File: src/hdl/assert_macros.svh
// Assertion macros used by the node policy selector core.
`ifndef ASSERT_MACROS_SVH
`define ASSERT_MACROS_SVH

// Concurrent assertion that is switched off while reset is high.
`define ASSERT_RST(label, clk, rst, prop, msg) \
   label: assert property (@(posedge clk) disable iff (rst) prop) else $error(msg);

// Concurrent assertion that is checked at every rising clock edge, reset included.
`define ASSERT_ALWAYS(label, clk, prop, msg) \
   label: assert property (@(posedge clk) prop) else $error(msg);

`endif

File: src/hdl/nnps_pkg.sv
// Package with constants, codes and types of the node policy selector.
`default_nettype none

package nnps_pkg;

   // Node numbering and mask geometry.
   localparam int NODE_COUNT  = 64;
   localparam int MASK_W      = 64;
   localparam int NODE_W      = 6;
   localparam int BYTE_COUNT  = MASK_W / 8;
   localparam int BYTE_IDX_W  = $clog2(BYTE_COUNT);
   localparam int COUNT_W     = 7;
   localparam int OFFSET_W    = 32;
   localparam int DIV_STEP_W  = $clog2(OFFSET_W);

   typedef logic [NODE_W-1:0] node_type;

   // Policy modes.
   localparam logic [1:0] MODE_DEFAULT    = 2'd0;
   localparam logic [1:0] MODE_PREFERRED  = 2'd1;
   localparam logic [1:0] MODE_BIND       = 2'd2;
   localparam logic [1:0] MODE_INTERLEAVE = 2'd3;

   // Request opcodes.
   localparam logic [1:0] OP_PICK    = 2'd0;
   localparam logic [1:0] OP_OFFSET  = 2'd1;
   localparam logic [1:0] OP_QUERY   = 2'd2;
   localparam logic [1:0] OP_RESTART = 2'd3;

   // Configuration register indexes.
   localparam logic [1:0] REG_POLICY_MODE    = 2'd0;
   localparam logic [1:0] REG_NODE_MASK      = 2'd1;
   localparam logic [1:0] REG_PREFERRED_NODE = 2'd2;

   // Outcome of one byte step of the mask scanner.
   typedef struct packed {
      logic       hit;
      logic [2:0] pos;
      logic [3:0] pop;
   } scan_step_type;

   // Status of the iterative modulo unit.
   typedef struct packed {
      logic busy;
      logic done;
   } div_status_type;

endpackage

`default_nettype wire

File: src/hdl/numa_node_policy_selector_core.sv
// Top level of the node policy selector: registers, sequencer and ports.
//
//   Channel   Direction  Handshake              Contents
//   req_      in         req_tvalid/req_tready  tuser opcode, tdata node and offset fields
//   rsp_      out        rsp_tvalid/rsp_tready  tdata chosen node and two flags
//   csr_      in         csr_valid/csr_ready    register index and write data
//
// Query, default, preferred and empty-mask requests go from acceptance straight
// to the write-back state, which loads the response register. Bind picks and
// cursor restarts add one pass of the byte-wide mask scanner, process interleave
// up to two. Offset interleave takes a counting scan, a run of the bit-per-cycle
// modulo unit and a rank scan. Reset is synchronous; it restores the config
// registers and clears the cursor. A stalled response holds its word, and a new
// request is taken meanwhile; its result waits in write-back till the slot frees.
`default_nettype none
`include "assert_macros.svh"

module numa_node_policy_selector_core (
   input  wire logic        clock,
   input  wire logic        reset,
   // Request stream.
   input  wire logic        req_tvalid,
   output logic             req_tready,
   // tdata: local_node[5:0], page_offset[37:6], query_node[43:38], zero [47:44]
   input  wire logic [47:0] req_tdata,
   // tuser: opcode[1:0]
   input  wire logic [1:0]  req_tuser,
   // Response stream.
   output logic             rsp_tvalid,
   input  wire logic        rsp_tready,
   // tdata: chosen_node[5:0], node_allowed[6], policy_error[7]
   output logic [7:0]       rsp_tdata,
   // Configuration write channel.
   input  wire logic        csr_valid,
   output logic             csr_ready,
   input  wire logic [1:0]  csr_index,
   input  wire logic [63:0] csr_data
);
   import nnps_pkg::*;

   // Sequencer states.
   localparam logic [1:0] ST_IDLE  = 2'd0;
   localparam logic [1:0] ST_SCAN  = 2'd1;
   localparam logic [1:0] ST_DIV   = 2'd2;
   localparam logic [1:0] ST_WRITE = 2'd3;

   // What a finished scan is used for.
   localparam logic [2:0] GOAL_RESTART = 3'd0;
   localparam logic [2:0] GOAL_BIND    = 3'd1;
   localparam logic [2:0] GOAL_COUNT   = 3'd2;
   localparam logic [2:0] GOAL_NTH     = 3'd3;
   localparam logic [2:0] GOAL_ABOVE   = 3'd4;
   localparam logic [2:0] GOAL_WRAP    = 3'd5;

   localparam logic [COUNT_W-1:0] RANK_NONE = '1;

   // Configuration and cursor.
   logic [1:0]          mode_ff;
   logic [MASK_W-1:0]   mask_ff;
   logic [6:0]          pref_ff;
   node_type            cursor_ff, cursor_in;

   // Sequencer and scanner.
   logic [1:0]            state_ff, state_in;
   logic [2:0]            goal_ff, goal_in;
   logic [MASK_W-1:0]     scan_mask_ff, scan_mask_in;
   logic [BYTE_IDX_W-1:0] scan_byte_ff, scan_byte_in;
   logic [COUNT_W-1:0]    scan_count_ff, scan_count_in;
   logic [COUNT_W-1:0]    scan_rank_ff, scan_rank_in;
   logic [OFFSET_W-1:0]   offset_ff, offset_in;

   // Pending result and response slot.
   node_type            res_chosen_ff, res_chosen_in;
   logic                res_allowed_ff, res_allowed_in;
   logic                res_error_ff, res_error_in;
   logic                rsp_valid_ff, rsp_valid_in;
   logic [7:0]          rsp_data_ff, rsp_data_in;

   // Request fields.
   logic [1:0]          req_opcode;
   node_type            req_local;
   logic [OFFSET_W-1:0] req_offset;
   node_type            req_query;

   logic [MASK_W-1:0]   live_mask;
   logic [MASK_W-1:0]   above_mask;
   logic                mask_empty;
   logic                masked_mode;
   logic                req_error;
   logic                req_accept;

   scan_step_type       step;
   logic [COUNT_W-1:0]  count_sum;
   node_type            scan_pos;
   logic                scan_end;
   logic                div_start;
   div_status_type      div_status;
   node_type            div_rem;

   assign req_opcode = req_tuser;
   assign req_local  = req_tdata[5:0];
   assign req_offset = req_tdata[37:6];
   assign req_query  = req_tdata[43:38];

   assign req_tready = (state_ff == ST_IDLE);
   assign req_accept = req_tvalid && req_tready;
   assign csr_ready  = 1'b1;

   // Mask bits of nodes that exist, and those strictly above the cursor.
   always_comb begin
      for (int i = 0; i < MASK_W; i++) begin
         live_mask[i]  = mask_ff[i] && (i < NODE_COUNT);
         above_mask[i] = live_mask[i] && (NODE_W'(i) > cursor_ff);
      end
   end

   assign mask_empty  = (live_mask == '0);
   assign masked_mode = (mode_ff == MODE_BIND) || (mode_ff == MODE_INTERLEAVE);
   assign req_error   = masked_mode && mask_empty;

   // Shared byte step over the mask being scanned.
   nnps_scan_step u_scan_step (
      .byte_bits   (scan_mask_ff[scan_byte_ff*8 +: 8]),
      .base_count  (scan_count_ff),
      .target_rank (scan_rank_ff),
      .step        (step)
   );

   assign count_sum = scan_count_ff + COUNT_W'(step.pop);
   assign scan_pos  = {scan_byte_ff, step.pos};
   assign scan_end  = step.hit || (scan_byte_ff == BYTE_IDX_W'(BYTE_COUNT - 1));

   // Modulo of the page offset by the set-bit count.
   nnps_mod_unit u_mod_unit (
      .clock     (clock),
      .reset     (reset),
      .start     (div_start),
      .dividend  (offset_ff),
      .divisor   (count_sum),
      .status    (div_status),
      .remainder (div_rem)
   );

   // Sequencer.
   always_comb begin
      state_in       = state_ff;
      goal_in        = goal_ff;
      scan_mask_in   = scan_mask_ff;
      scan_byte_in   = scan_byte_ff;
      scan_count_in  = scan_count_ff;
      scan_rank_in   = scan_rank_ff;
      offset_in      = offset_ff;
      cursor_in      = cursor_ff;
      res_chosen_in  = res_chosen_ff;
      res_allowed_in = res_allowed_ff;
      res_error_in   = res_error_ff;
      rsp_valid_in   = rsp_valid_ff && !rsp_tready;
      rsp_data_in    = rsp_data_ff;
      div_start      = 1'b0;

      case (state_ff)
         ST_IDLE: begin
            if (req_accept) begin
               res_chosen_in  = '0;
               res_allowed_in = 1'b0;
               res_error_in   = req_error;
               offset_in      = req_offset;
               scan_mask_in   = live_mask;
               scan_byte_in   = '0;
               scan_count_in  = '0;
               scan_rank_in   = '0;
               state_in       = ST_WRITE;
               if (req_opcode == OP_RESTART) begin
                  if (mask_empty) begin
                     cursor_in = '0;
                  end else begin
                     goal_in  = GOAL_RESTART;
                     state_in = ST_SCAN;
                  end
               end else if (req_error) begin
                  state_in = ST_WRITE;
               end else if (req_opcode == OP_QUERY) begin
                  if (mode_ff == MODE_BIND) begin
                     res_allowed_in = (int'(req_query) < NODE_COUNT) && live_mask[req_query];
                  end else begin
                     res_allowed_in = 1'b1;
                  end
               end else begin
                  case (mode_ff)
                     MODE_DEFAULT: begin
                        res_chosen_in = req_local;
                     end
                     MODE_PREFERRED: begin
                        if (!pref_ff[6] && int'(pref_ff) < NODE_COUNT) begin
                           res_chosen_in = pref_ff[NODE_W-1:0];
                        end else begin
                           res_chosen_in = req_local;
                        end
                     end
                     MODE_BIND: begin
                        goal_in  = GOAL_BIND;
                        state_in = ST_SCAN;
                     end
                     default: begin
                        state_in = ST_SCAN;
                        if (req_opcode == OP_OFFSET) begin
                           goal_in      = GOAL_COUNT;
                           scan_rank_in = RANK_NONE;
                        end else begin
                           // Answer the cursor, then look for the next node above it.
                           res_chosen_in = cursor_ff;
                           goal_in       = GOAL_ABOVE;
                           scan_mask_in  = above_mask;
                        end
                     end
                  endcase
               end
            end
         end

         ST_SCAN: begin
            scan_count_in = count_sum;
            scan_byte_in  = scan_byte_ff + 1'b1;
            if (scan_end) begin
               state_in = ST_WRITE;
               case (goal_ff)
                  GOAL_RESTART: begin
                     cursor_in = scan_pos;
                  end
                  GOAL_BIND, GOAL_NTH: begin
                     res_chosen_in = scan_pos;
                  end
                  GOAL_COUNT: begin
                     div_start = 1'b1;
                     state_in  = ST_DIV;
                  end
                  GOAL_ABOVE: begin
                     if (step.hit) begin
                        cursor_in = scan_pos;
                     end else begin
                        // Nothing above the cursor: wrap to the lowest node.
                        goal_in       = GOAL_WRAP;
                        scan_mask_in  = live_mask;
                        scan_byte_in  = '0;
                        scan_count_in = '0;
                        scan_rank_in  = '0;
                        state_in      = ST_SCAN;
                     end
                  end
                  default: begin
                     cursor_in = scan_pos;
                  end
               endcase
            end
         end

         ST_DIV: begin
            if (div_status.done) begin
               goal_in       = GOAL_NTH;
               scan_mask_in  = live_mask;
               scan_byte_in  = '0;
               scan_count_in = '0;
               scan_rank_in  = {1'b0, div_rem};
               state_in      = ST_SCAN;
            end
         end

         default: begin
            if (!rsp_valid_ff || rsp_tready) begin
               rsp_valid_in = 1'b1;
               rsp_data_in  = {res_error_ff, res_allowed_ff, res_chosen_ff};
               state_in     = ST_IDLE;
            end
         end
      endcase
   end

   // Configuration writes, sequencer and response registers.
   always_ff @(posedge clock) begin
      if (reset) begin
         mode_ff      <= MODE_DEFAULT;
         mask_ff      <= '0;
         pref_ff      <= 7'h7F;
         cursor_ff    <= '0;
         state_ff     <= ST_IDLE;
         rsp_valid_ff <= 1'b0;
      end else begin
         if (csr_valid && csr_ready) begin
            case (csr_index)
               REG_POLICY_MODE:    mode_ff <= csr_data[1:0];
               REG_NODE_MASK:      mask_ff <= csr_data;
               REG_PREFERRED_NODE: pref_ff <= csr_data[6:0];
               default:            ;
            endcase
         end
         cursor_ff    <= cursor_in;
         state_ff     <= state_in;
         rsp_valid_ff <= rsp_valid_in;
      end
      goal_ff        <= goal_in;
      scan_mask_ff   <= scan_mask_in;
      scan_byte_ff   <= scan_byte_in;
      scan_count_ff  <= scan_count_in;
      scan_rank_ff   <= scan_rank_in;
      offset_ff      <= offset_in;
      res_chosen_ff  <= res_chosen_in;
      res_allowed_ff <= res_allowed_in;
      res_error_ff   <= res_error_in;
      rsp_data_ff    <= rsp_data_in;
   end

   assign rsp_tvalid = rsp_valid_ff;
   assign rsp_tdata  = rsp_data_ff;

   // Checks on the sequencer and the result word.
   `ASSERT_RST(a_busy_after_accept, clock, reset, req_accept |=> !req_tready,
               "accepted request did not make the block busy")
   `ASSERT_RST(a_div_active, clock, reset,
               (state_ff == ST_DIV) |-> (div_status.busy || div_status.done),
               "waiting on an idle modulo unit")
   `ASSERT_ALWAYS(a_error_zero, clock,
                  (rsp_tvalid && rsp_tdata[7]) |-> (rsp_tdata[6:0] == 7'd0),
                  "error word carries a node or an allowed flag")

endmodule

`default_nettype wire

File: src/hdl/nnps_scan_step.sv
// One byte step of the mask scanner: set-bit count and rank search.
`default_nettype none

module nnps_scan_step (
   input  wire logic [7:0]                     byte_bits,
   input  wire logic [nnps_pkg::COUNT_W-1:0]   base_count,
   input  wire logic [nnps_pkg::COUNT_W-1:0]   target_rank,
   output nnps_pkg::scan_step_type             step
);
   import nnps_pkg::*;

   logic [COUNT_W-1:0] rank;

   // Walk the eight bits, counting set bits and marking the one whose
   // rank over the whole mask equals the target.
   always_comb begin
      rank      = base_count;
      step.hit  = 1'b0;
      step.pos  = 3'd0;
      step.pop  = 4'd0;
      for (int i = 0; i < 8; i++) begin
         if (byte_bits[i]) begin
            if (!step.hit && rank == target_rank) begin
               step.hit = 1'b1;
               step.pos = 3'(i);
            end
            rank     = rank + 1'b1;
            step.pop = step.pop + 1'b1;
         end
      end
   end

endmodule

`default_nettype wire

File: src/hdl/nnps_mod_unit.sv
// Iterative restoring modulo unit: one dividend bit per cycle.
`default_nettype none

module nnps_mod_unit (
   input  wire logic                           clock,
   input  wire logic                           reset,
   input  wire logic                           start,
   input  wire logic [nnps_pkg::OFFSET_W-1:0]  dividend,
   input  wire logic [nnps_pkg::COUNT_W-1:0]   divisor,
   output nnps_pkg::div_status_type            status,
   output nnps_pkg::node_type                  remainder
);
   import nnps_pkg::*;

   logic [OFFSET_W-1:0]   quot_ff,  quot_in;
   node_type              rem_ff,   rem_in;
   logic [COUNT_W-1:0]    div_ff,   div_in;
   logic [DIV_STEP_W-1:0] step_ff,  step_in;
   logic                  busy_ff,  busy_in;
   logic                  done_ff,  done_in;
   logic [COUNT_W-1:0]    shifted;

   // The partial remainder stays below the divisor, which is at most the
   // node count, so it fits a node number.
   always_comb begin
      quot_in = quot_ff;
      rem_in  = rem_ff;
      div_in  = div_ff;
      step_in = step_ff;
      busy_in = busy_ff;
      done_in = 1'b0;
      shifted = {rem_ff, quot_ff[OFFSET_W-1]};
      if (start) begin
         quot_in = dividend;
         div_in  = divisor;
         rem_in  = '0;
         step_in = DIV_STEP_W'(OFFSET_W - 1);
         busy_in = 1'b1;
      end else if (busy_ff) begin
         quot_in = {quot_ff[OFFSET_W-2:0], 1'b0};
         if (shifted >= div_ff) begin
            rem_in = NODE_W'(shifted - div_ff);
         end else begin
            rem_in = shifted[NODE_W-1:0];
         end
         if (step_ff == '0) begin
            busy_in = 1'b0;
            done_in = 1'b1;
         end else begin
            step_in = step_ff - 1'b1;
         end
      end
   end

   // Control flops reset; the datapath needs none.
   always_ff @(posedge clock) begin
      if (reset) begin
         busy_ff <= 1'b0;
         done_ff <= 1'b0;
      end else begin
         busy_ff <= busy_in;
         done_ff <= done_in;
      end
      quot_ff <= quot_in;
      rem_ff  <= rem_in;
      div_ff  <= div_in;
      step_ff <= step_in;
   end

   assign status.busy = busy_ff;
   assign status.done = done_ff;
   assign remainder   = rem_ff;

endmodule

`default_nettype wire
File: config.mk
export PLATFORM = sky130hd
export DESIGN_NAME = numa_node_policy_selector_core
export DESIGN_NICKNAME = d
export VERILOG_FILES = /design/src/hdl/nnps_pkg.sv /design/src/hdl/numa_node_policy_selector_core.sv /design/src/hdl/nnps_scan_step.sv /design/src/hdl/nnps_mod_unit.sv
export VERILOG_INCLUDE_DIRS = /design/src /design/src/hdl
export SDC_FILE = /design/constraint.sdc
export NUM_CORES = 1
export LEC_CHECK = 0
export ABC_AREA = 1
export BUFFER_PORTS_ARGS = -buffer_cell sky130_fd_sc_hd__clkbuf_2
export CAP_MARGIN = 20
export CORE_ASPECT_RATIO = 1.4
export CORE_MARGIN = 2
export CORE_UTILIZATION = 30
export DETAILED_ROUTE_END_ITERATION = 10
export GPL_TIMING_DRIVEN = 0
export PLACE_DENSITY = 0.46
export SLEW_MARGIN = 20
export SYNTH_ARGS = -nofsm -noshare
export SYNTH_HDL_FRONTEND = slang
export SYNTH_HIERARCHICAL = 1
export SYNTH_SLANG_ARGS = --single-unit
File: constraint.sdc
create_clock -name clock -period 8.8 [get_ports clock]
set_input_delay 0.44 -clock clock [delete_from_list [all_inputs] [get_ports clock]]
set_output_delay 0.44 -clock clock [all_outputs]
set_load 0.1 [all_outputs]
==> results.toml, run 1 <==
[floorplanning]
die_x_um = 196
die_h_um = 273
std_cell_rows = 98
core_um2 = 51000
initial_core_util = 0.303
die_area_um2 = 53500
ioPinCount = 132

[clocking]
cts.reportedPaths.clkPinSlew_ns = 0.07
cts_num_sinks = 266
clockRootBuffer = "clkbuf_16"
h-tree-depth = 1
cts.path.max_buffers = 3
cts_buffers = 28
cts_tree = "done"
clock_latency_ns = 0.60

[placed_design]
dpl.hpwl_um = 40700
gp_congestion = 0.917
place_ws_ns = -0.269
io_buffer_count = 123
placedCellCount = 2783
placed_cell_area_um2 = 16900

[detailed_routing]
vias_per_cell = 4.83
wl_um = 50600
drt-pass1-iter-count = 5
ant_nets = 0
vias = 13800
drtIter0Drc = 840
wire_per_inst_um = 17.7
drc_errors = 0

[pwr]
vdd_drop_max_v = 0.000338
p_int_w = 0.00415
p_comb_frac = 0.612
p_switching_w = 0.00409
power_density_nw_per_um2 = 454
p_seq_frac = 0.238
switching_share = 0.497
leakage_nw = 8.09
power_frac_clock = 0.150

[sta]
fin_setup_tns_ns = 0
timing.fmax_mhz = 126
worst_pin_slew_ns = 0.917
fin_crit_ns = 7.94
rsz0062_at_grt = "false"
slew_headroom = 0.386
period_share = 0.902
worst_clock_skew_ns = 0.0431
timing.final.ws_setup_ns = 0.862
setup_violations = 0
drv_slew = 0
hold_viol_final = 0

[setup_path]
cpMaxStageDelayCell = "nor2_1"
max_stage_delay_ns = 0.58
critPathKind = "flip-flop to flip-flop"
cp-end-kind = "flip-flop"
required_ns = 9.08
cp-start-kind = "flip-flop"
arrival_ns = 8.21
worstPathMaxFanout = 32
crit_top_cell = "nand2_1"

[grt]
grt_pass1_wl_um = 77700
grt_usage = 0.188
grt_pass1_vias = 14000
grt_max_degree = 40
globalRouteOverflowTotal = 0
grt_antenna_before_repair = 1

[synth]
syn_inst = 2009
syn_nets = 2166
synth.avg_cell_area_um2 = 7.71
yosys_warnings = 6
netlist_area_um2 = 15500

[outcome]
status = "completed"

[final_layout]
area_growth_pct = 17.4
fin_cells = 2859
nFillCells = 5481
drive_above_1_share = 0.152
postLayoutCellArea_um2 = 18200
final_nets = 2343

[hold_path]
hold_class = "primary input to flip-flop"

[flow_run]
maxCapViolations = 0
stage by stage:
step,total power (W),utilization,hold slack (ns)
floorplan,0.00573,-,0.400
global placement,0.00695,0.331,0.411
detailed placement,0.00704,0.332,0.407
CTS,0.00831,0.355,0.000323
global route,0.00908,0.356,0.00651
finish,0.00824,0.356,0.0273
worst max-delay path: cells and delay by family, from the launching register on:
kind                     cells  cell delay [ns]
adder cells (fa/ha/maj)      6             1.68
AO/OA/AOI/OAI                4             0.80
buffers and inverters        9             1.65
flip-flops                   1             0.40
AND/OR/NAND/NOR             24             3.05
power by group through the flow:
stage | Clock (W) | Combinational (W) | Sequential (W)
floorplan | 0 | 0.00377 | 0.00196
global placement | 0 | 0.00494 | 0.00201
detailed placement | 0 | 0.00505 | 0.00200
CTS | 0.00127 | 0.00508 | 0.00197
global route | 0.00131 | 0.00577 | 0.00199
finish | 0.00123 | 0.00504 | 0.00196
final cells by class:
class,count,area (µm²),area share
buffer,84,424,0.0233
clock buffer,45,911,0.0501
tap,650,813,0.0448
multi-input combinational,1420,7140,0.393
timing repair buffer,147,866,0.0477
antenna,1,2.50,0.000138
clock inverter,7,67.6,0.00372
sequential,266,7040,0.387
inverter,239,907,0.0499
layer usage:
metal	wire [µm]	track usage
met1	19200	0.199
met2	26600	0.363
met3	1560	0.0167
met4	3270	0.109
met5	0	0
final timing paths:
kind / start / end / slack [ns] / cells past startpoint
max: scan_byte_ff[0] / u_mod_unit/quot_ff[5] / 0.86 / 43
min: req_tdata[34] / offset_ff[28] / 0.03 / 1
max reg2reg: scan_byte_ff[0] / u_mod_unit/quot_ff[5] / 0.86 / 43
min reg2reg: res_chosen_ff[2] / rsp_tdata[2] / 0.43 / 0
state kept, by name (all words and copies together) (netlist names), 3 cells and up:
signal,flops
pref_ff,7
scan_byte_ff,3
live_mask,64
scan_rank_ff,7
cursor_ff,6
goal_ff,3
u_mod_unit/remainder,6
u_mod_unit/quot_ff,32
u_mod_unit/step_ff,5
scan_count_ff,7
res_chosen_ff,6
offset_ff,32
scan_mask_ff,64
u_mod_unit/div_ff,7
rsp_tdata,8
placed cells by master (no fill, tap or decap), types with 18 or more instances in the layout:
cell / instances
nand3_1: 167
a21oi_1: 107
buf_2: 22
clkbuf_16: 31
nand4_1: 27
clkbuf_1: 49
ha_1: 34
xor2_1: 30
edfxtp_1: 171
nand2_1: 487
o21ai_0: 143
dfxtp_1: 95
clkbuf_2: 127
nand2_2: 42
a31oi_1: 49
dlygate4sd3_1: 18
inv_1: 210
nor2_1: 217
inv_2: 24
what timing repair did:
action | in CTS | in global routing
endpoints found under the hold margin | 18 | 0
hold buffers | 18 | 0
setup buffers | 0 | 5
endpoints found under the setup margin | 37 | 66
resized for setup | 2 | 4
pin swaps | 0 | 1
No activity file was read; power rests on OpenSTA's default activity.
==> run 2: changes to the inputs <==
--- a/config.mk
+++ b/config.mk
@@ -6,7 +6,6 @@
 export SDC_FILE = /design/constraint.sdc
 export NUM_CORES = 1
 export LEC_CHECK = 0
-export ABC_AREA = 1
 export BUFFER_PORTS_ARGS = -buffer_cell sky130_fd_sc_hd__clkbuf_2
 export CAP_MARGIN = 20
 export CORE_ASPECT_RATIO = 1.4
==> run 2 against run 1 <==
  * Final cell count is 20% lower
  * Routed wire length shrank 7.9%
  * Critical endpoint is now u_mod_unit/quot_ff[30]
  * Area after synthesis shrank 1.6%
  * Worst setup slack got worse by 0.37 ns
  * Global-route usage decreased by 1.2 points
  * Hold slack improved by 0.020 ns
==> results.toml, run 2 <==
[outcome]
status = "completed"

[final_layout]
fin_cells = 2285
nFillCells = 5074
drive_above_1_share = 0.217
final_common_cell = "nand2_1"
area_growth_pct = 18.2
final_nets = 1778
final_cell_mix = "211 x nand2_1, 171 x edfxtp_1, 127 x clkbuf_2, 115 x a21oi_1, 95 x dfxtp_1"
antenna_cells = 0
regArea_um2 = 7040
fin_util = 0.359
multi_input_area_um2 = 7790

[floorplanning]
ioPinCount = 132
die_x_um = 194
std_cell_rows = 97
core_um2 = 50100
die_h_um = 271
die_area_um2 = 52600
initial_core_util = 0.304

[clocking]
ctsHoldBuffers = 0
cts_num_sinks = 266
cts_tree = "done"
h-tree-depth = 1
cts.reportedPaths.clkPinSlew_ns = 0.06
clockRootBuffer = "clkbuf_16"
cts.path.max_buffers = 3
clock_latency_ns = 0.57
cts_buffers = 27

[synth]
yosys_warnings = 6
synth.avg_cell_area_um2 = 10.5
syn_inst = 1453
netlist_area_um2 = 15200
syn_nets = 1610

[flow_run]
maxCapViolations = 0

[detailed_routing]
drt-pass1-iter-count = 5
wire_per_inst_um = 20.4
drtIter0Drc = 777
vias = 11700
ant_nets = 0
wl_um = 46600
drc_errors = 0
vias_per_cell = 5.11

[setup_path]
crit_top_cell = "buf_4"
path_delay_family = "simple AND/OR/NAND/NOR gates"
critPathBufInv = 13
cp-start-kind = "flip-flop"
max_stage_delay_ns = 0.52
required_ns = 9.12
critPathKind = "flip-flop to flip-flop"
cpMaxStageDelayCell = "or4b_1"
cp-end-kind = "flip-flop"
worstPathMaxFanout = 10
arrival_ns = 8.63

[grt]
grt_max_degree = 34
grt_usage = 0.176
globalRouteOverflowTotal = 0
grt_pass1_vias = 12000
grt_antenna_before_repair = 0
grt_pass1_wl_um = 71900

[placed_design]
gp_congestion = 0.916
io_buffer_count = 123
dpl.hpwl_um = 37300
placedCellCount = 2224
place_ws_ns = -1.50

[sta]
hold_viol_final = 0
timing.final.ws_setup_ns = 0.488
fin_setup_tns_ns = 0
drv_slew = 0
fin_crit_ns = 8.31
slew_headroom = 0.339
period_share = 0.945
setup_violations = 0
worst_clock_skew_ns = 0.0280
worst_pin_slew_ns = 0.985
timing.fmax_mhz = 120

[hold_path]
hold_class = "primary input to flip-flop"
-- run 2: final timing paths --
| check | startpoint | to | slack, ns | cells past startpoint |
|---|---|---|---|---|
| setup / recovery | scan_byte_ff[0] | u_mod_unit/quot_ff[30] | 0.49 | 41 |
| hold / removal | req_tdata[9] | offset_ff[3] | 0.05 | 1 |
| setup reg to reg | scan_byte_ff[0] | u_mod_unit/quot_ff[30] | 0.49 | 41 |
| hold reg to reg | res_error_ff | rsp_tdata[7] | 0.42 | 0 |
-- run 2: through the flow --
step,hold WS [ns],instance area (µm²)
after floorplan,0.400,15400
after global placement,0.411,16800
after detailed placement,0.406,16900
after CTS,0.0162,17900
after global routing,0.0172,18000
final,0.0472,18000
-- run 2: layer usage --
| layer | track usage | part of all wire | up-vias |
|---|---|---|---|
| li1 | - | - | 5706 |
| met1 | 0.196 | 0.39 | 5623 |
| met2 | 0.341 | 0.54 | 262 |
| met3 | 0.0148 | 0.028 | 94 |
| met4 | 0.0757 | 0.045 | 0 |
| met5 | 0 | 0 | - |
-- run 2: final cells by class --
| cell class | count | share of cell area |
|---|---|---|
| multi-input cells | 1056 | 0.433 |
| flip-flops and latches | 266 | 0.391 |
| well taps | 643 | 0.0447 |
| repair buffers | 139 | 0.0441 |
| clock buffers | 39 | 0.0424 |
| plain buffers | 93 | 0.0270 |
| inverters | 38 | 0.00938 |
| clock inverters | 11 | 0.00862 |
-- run 2: repair_timing --
item	in CTS	in global routing
setup endpoints to repair	164	161
gates cloned	0	0
setup buffers	8	3
hold endpoints to repair	0	0
gates resized for setup	14	21
pin swaps	7	3
Power of run 2 is left out: the tool's default activity adds up to more than one toggle a clock period on the data nets, which glitch-free logic cannot reach.
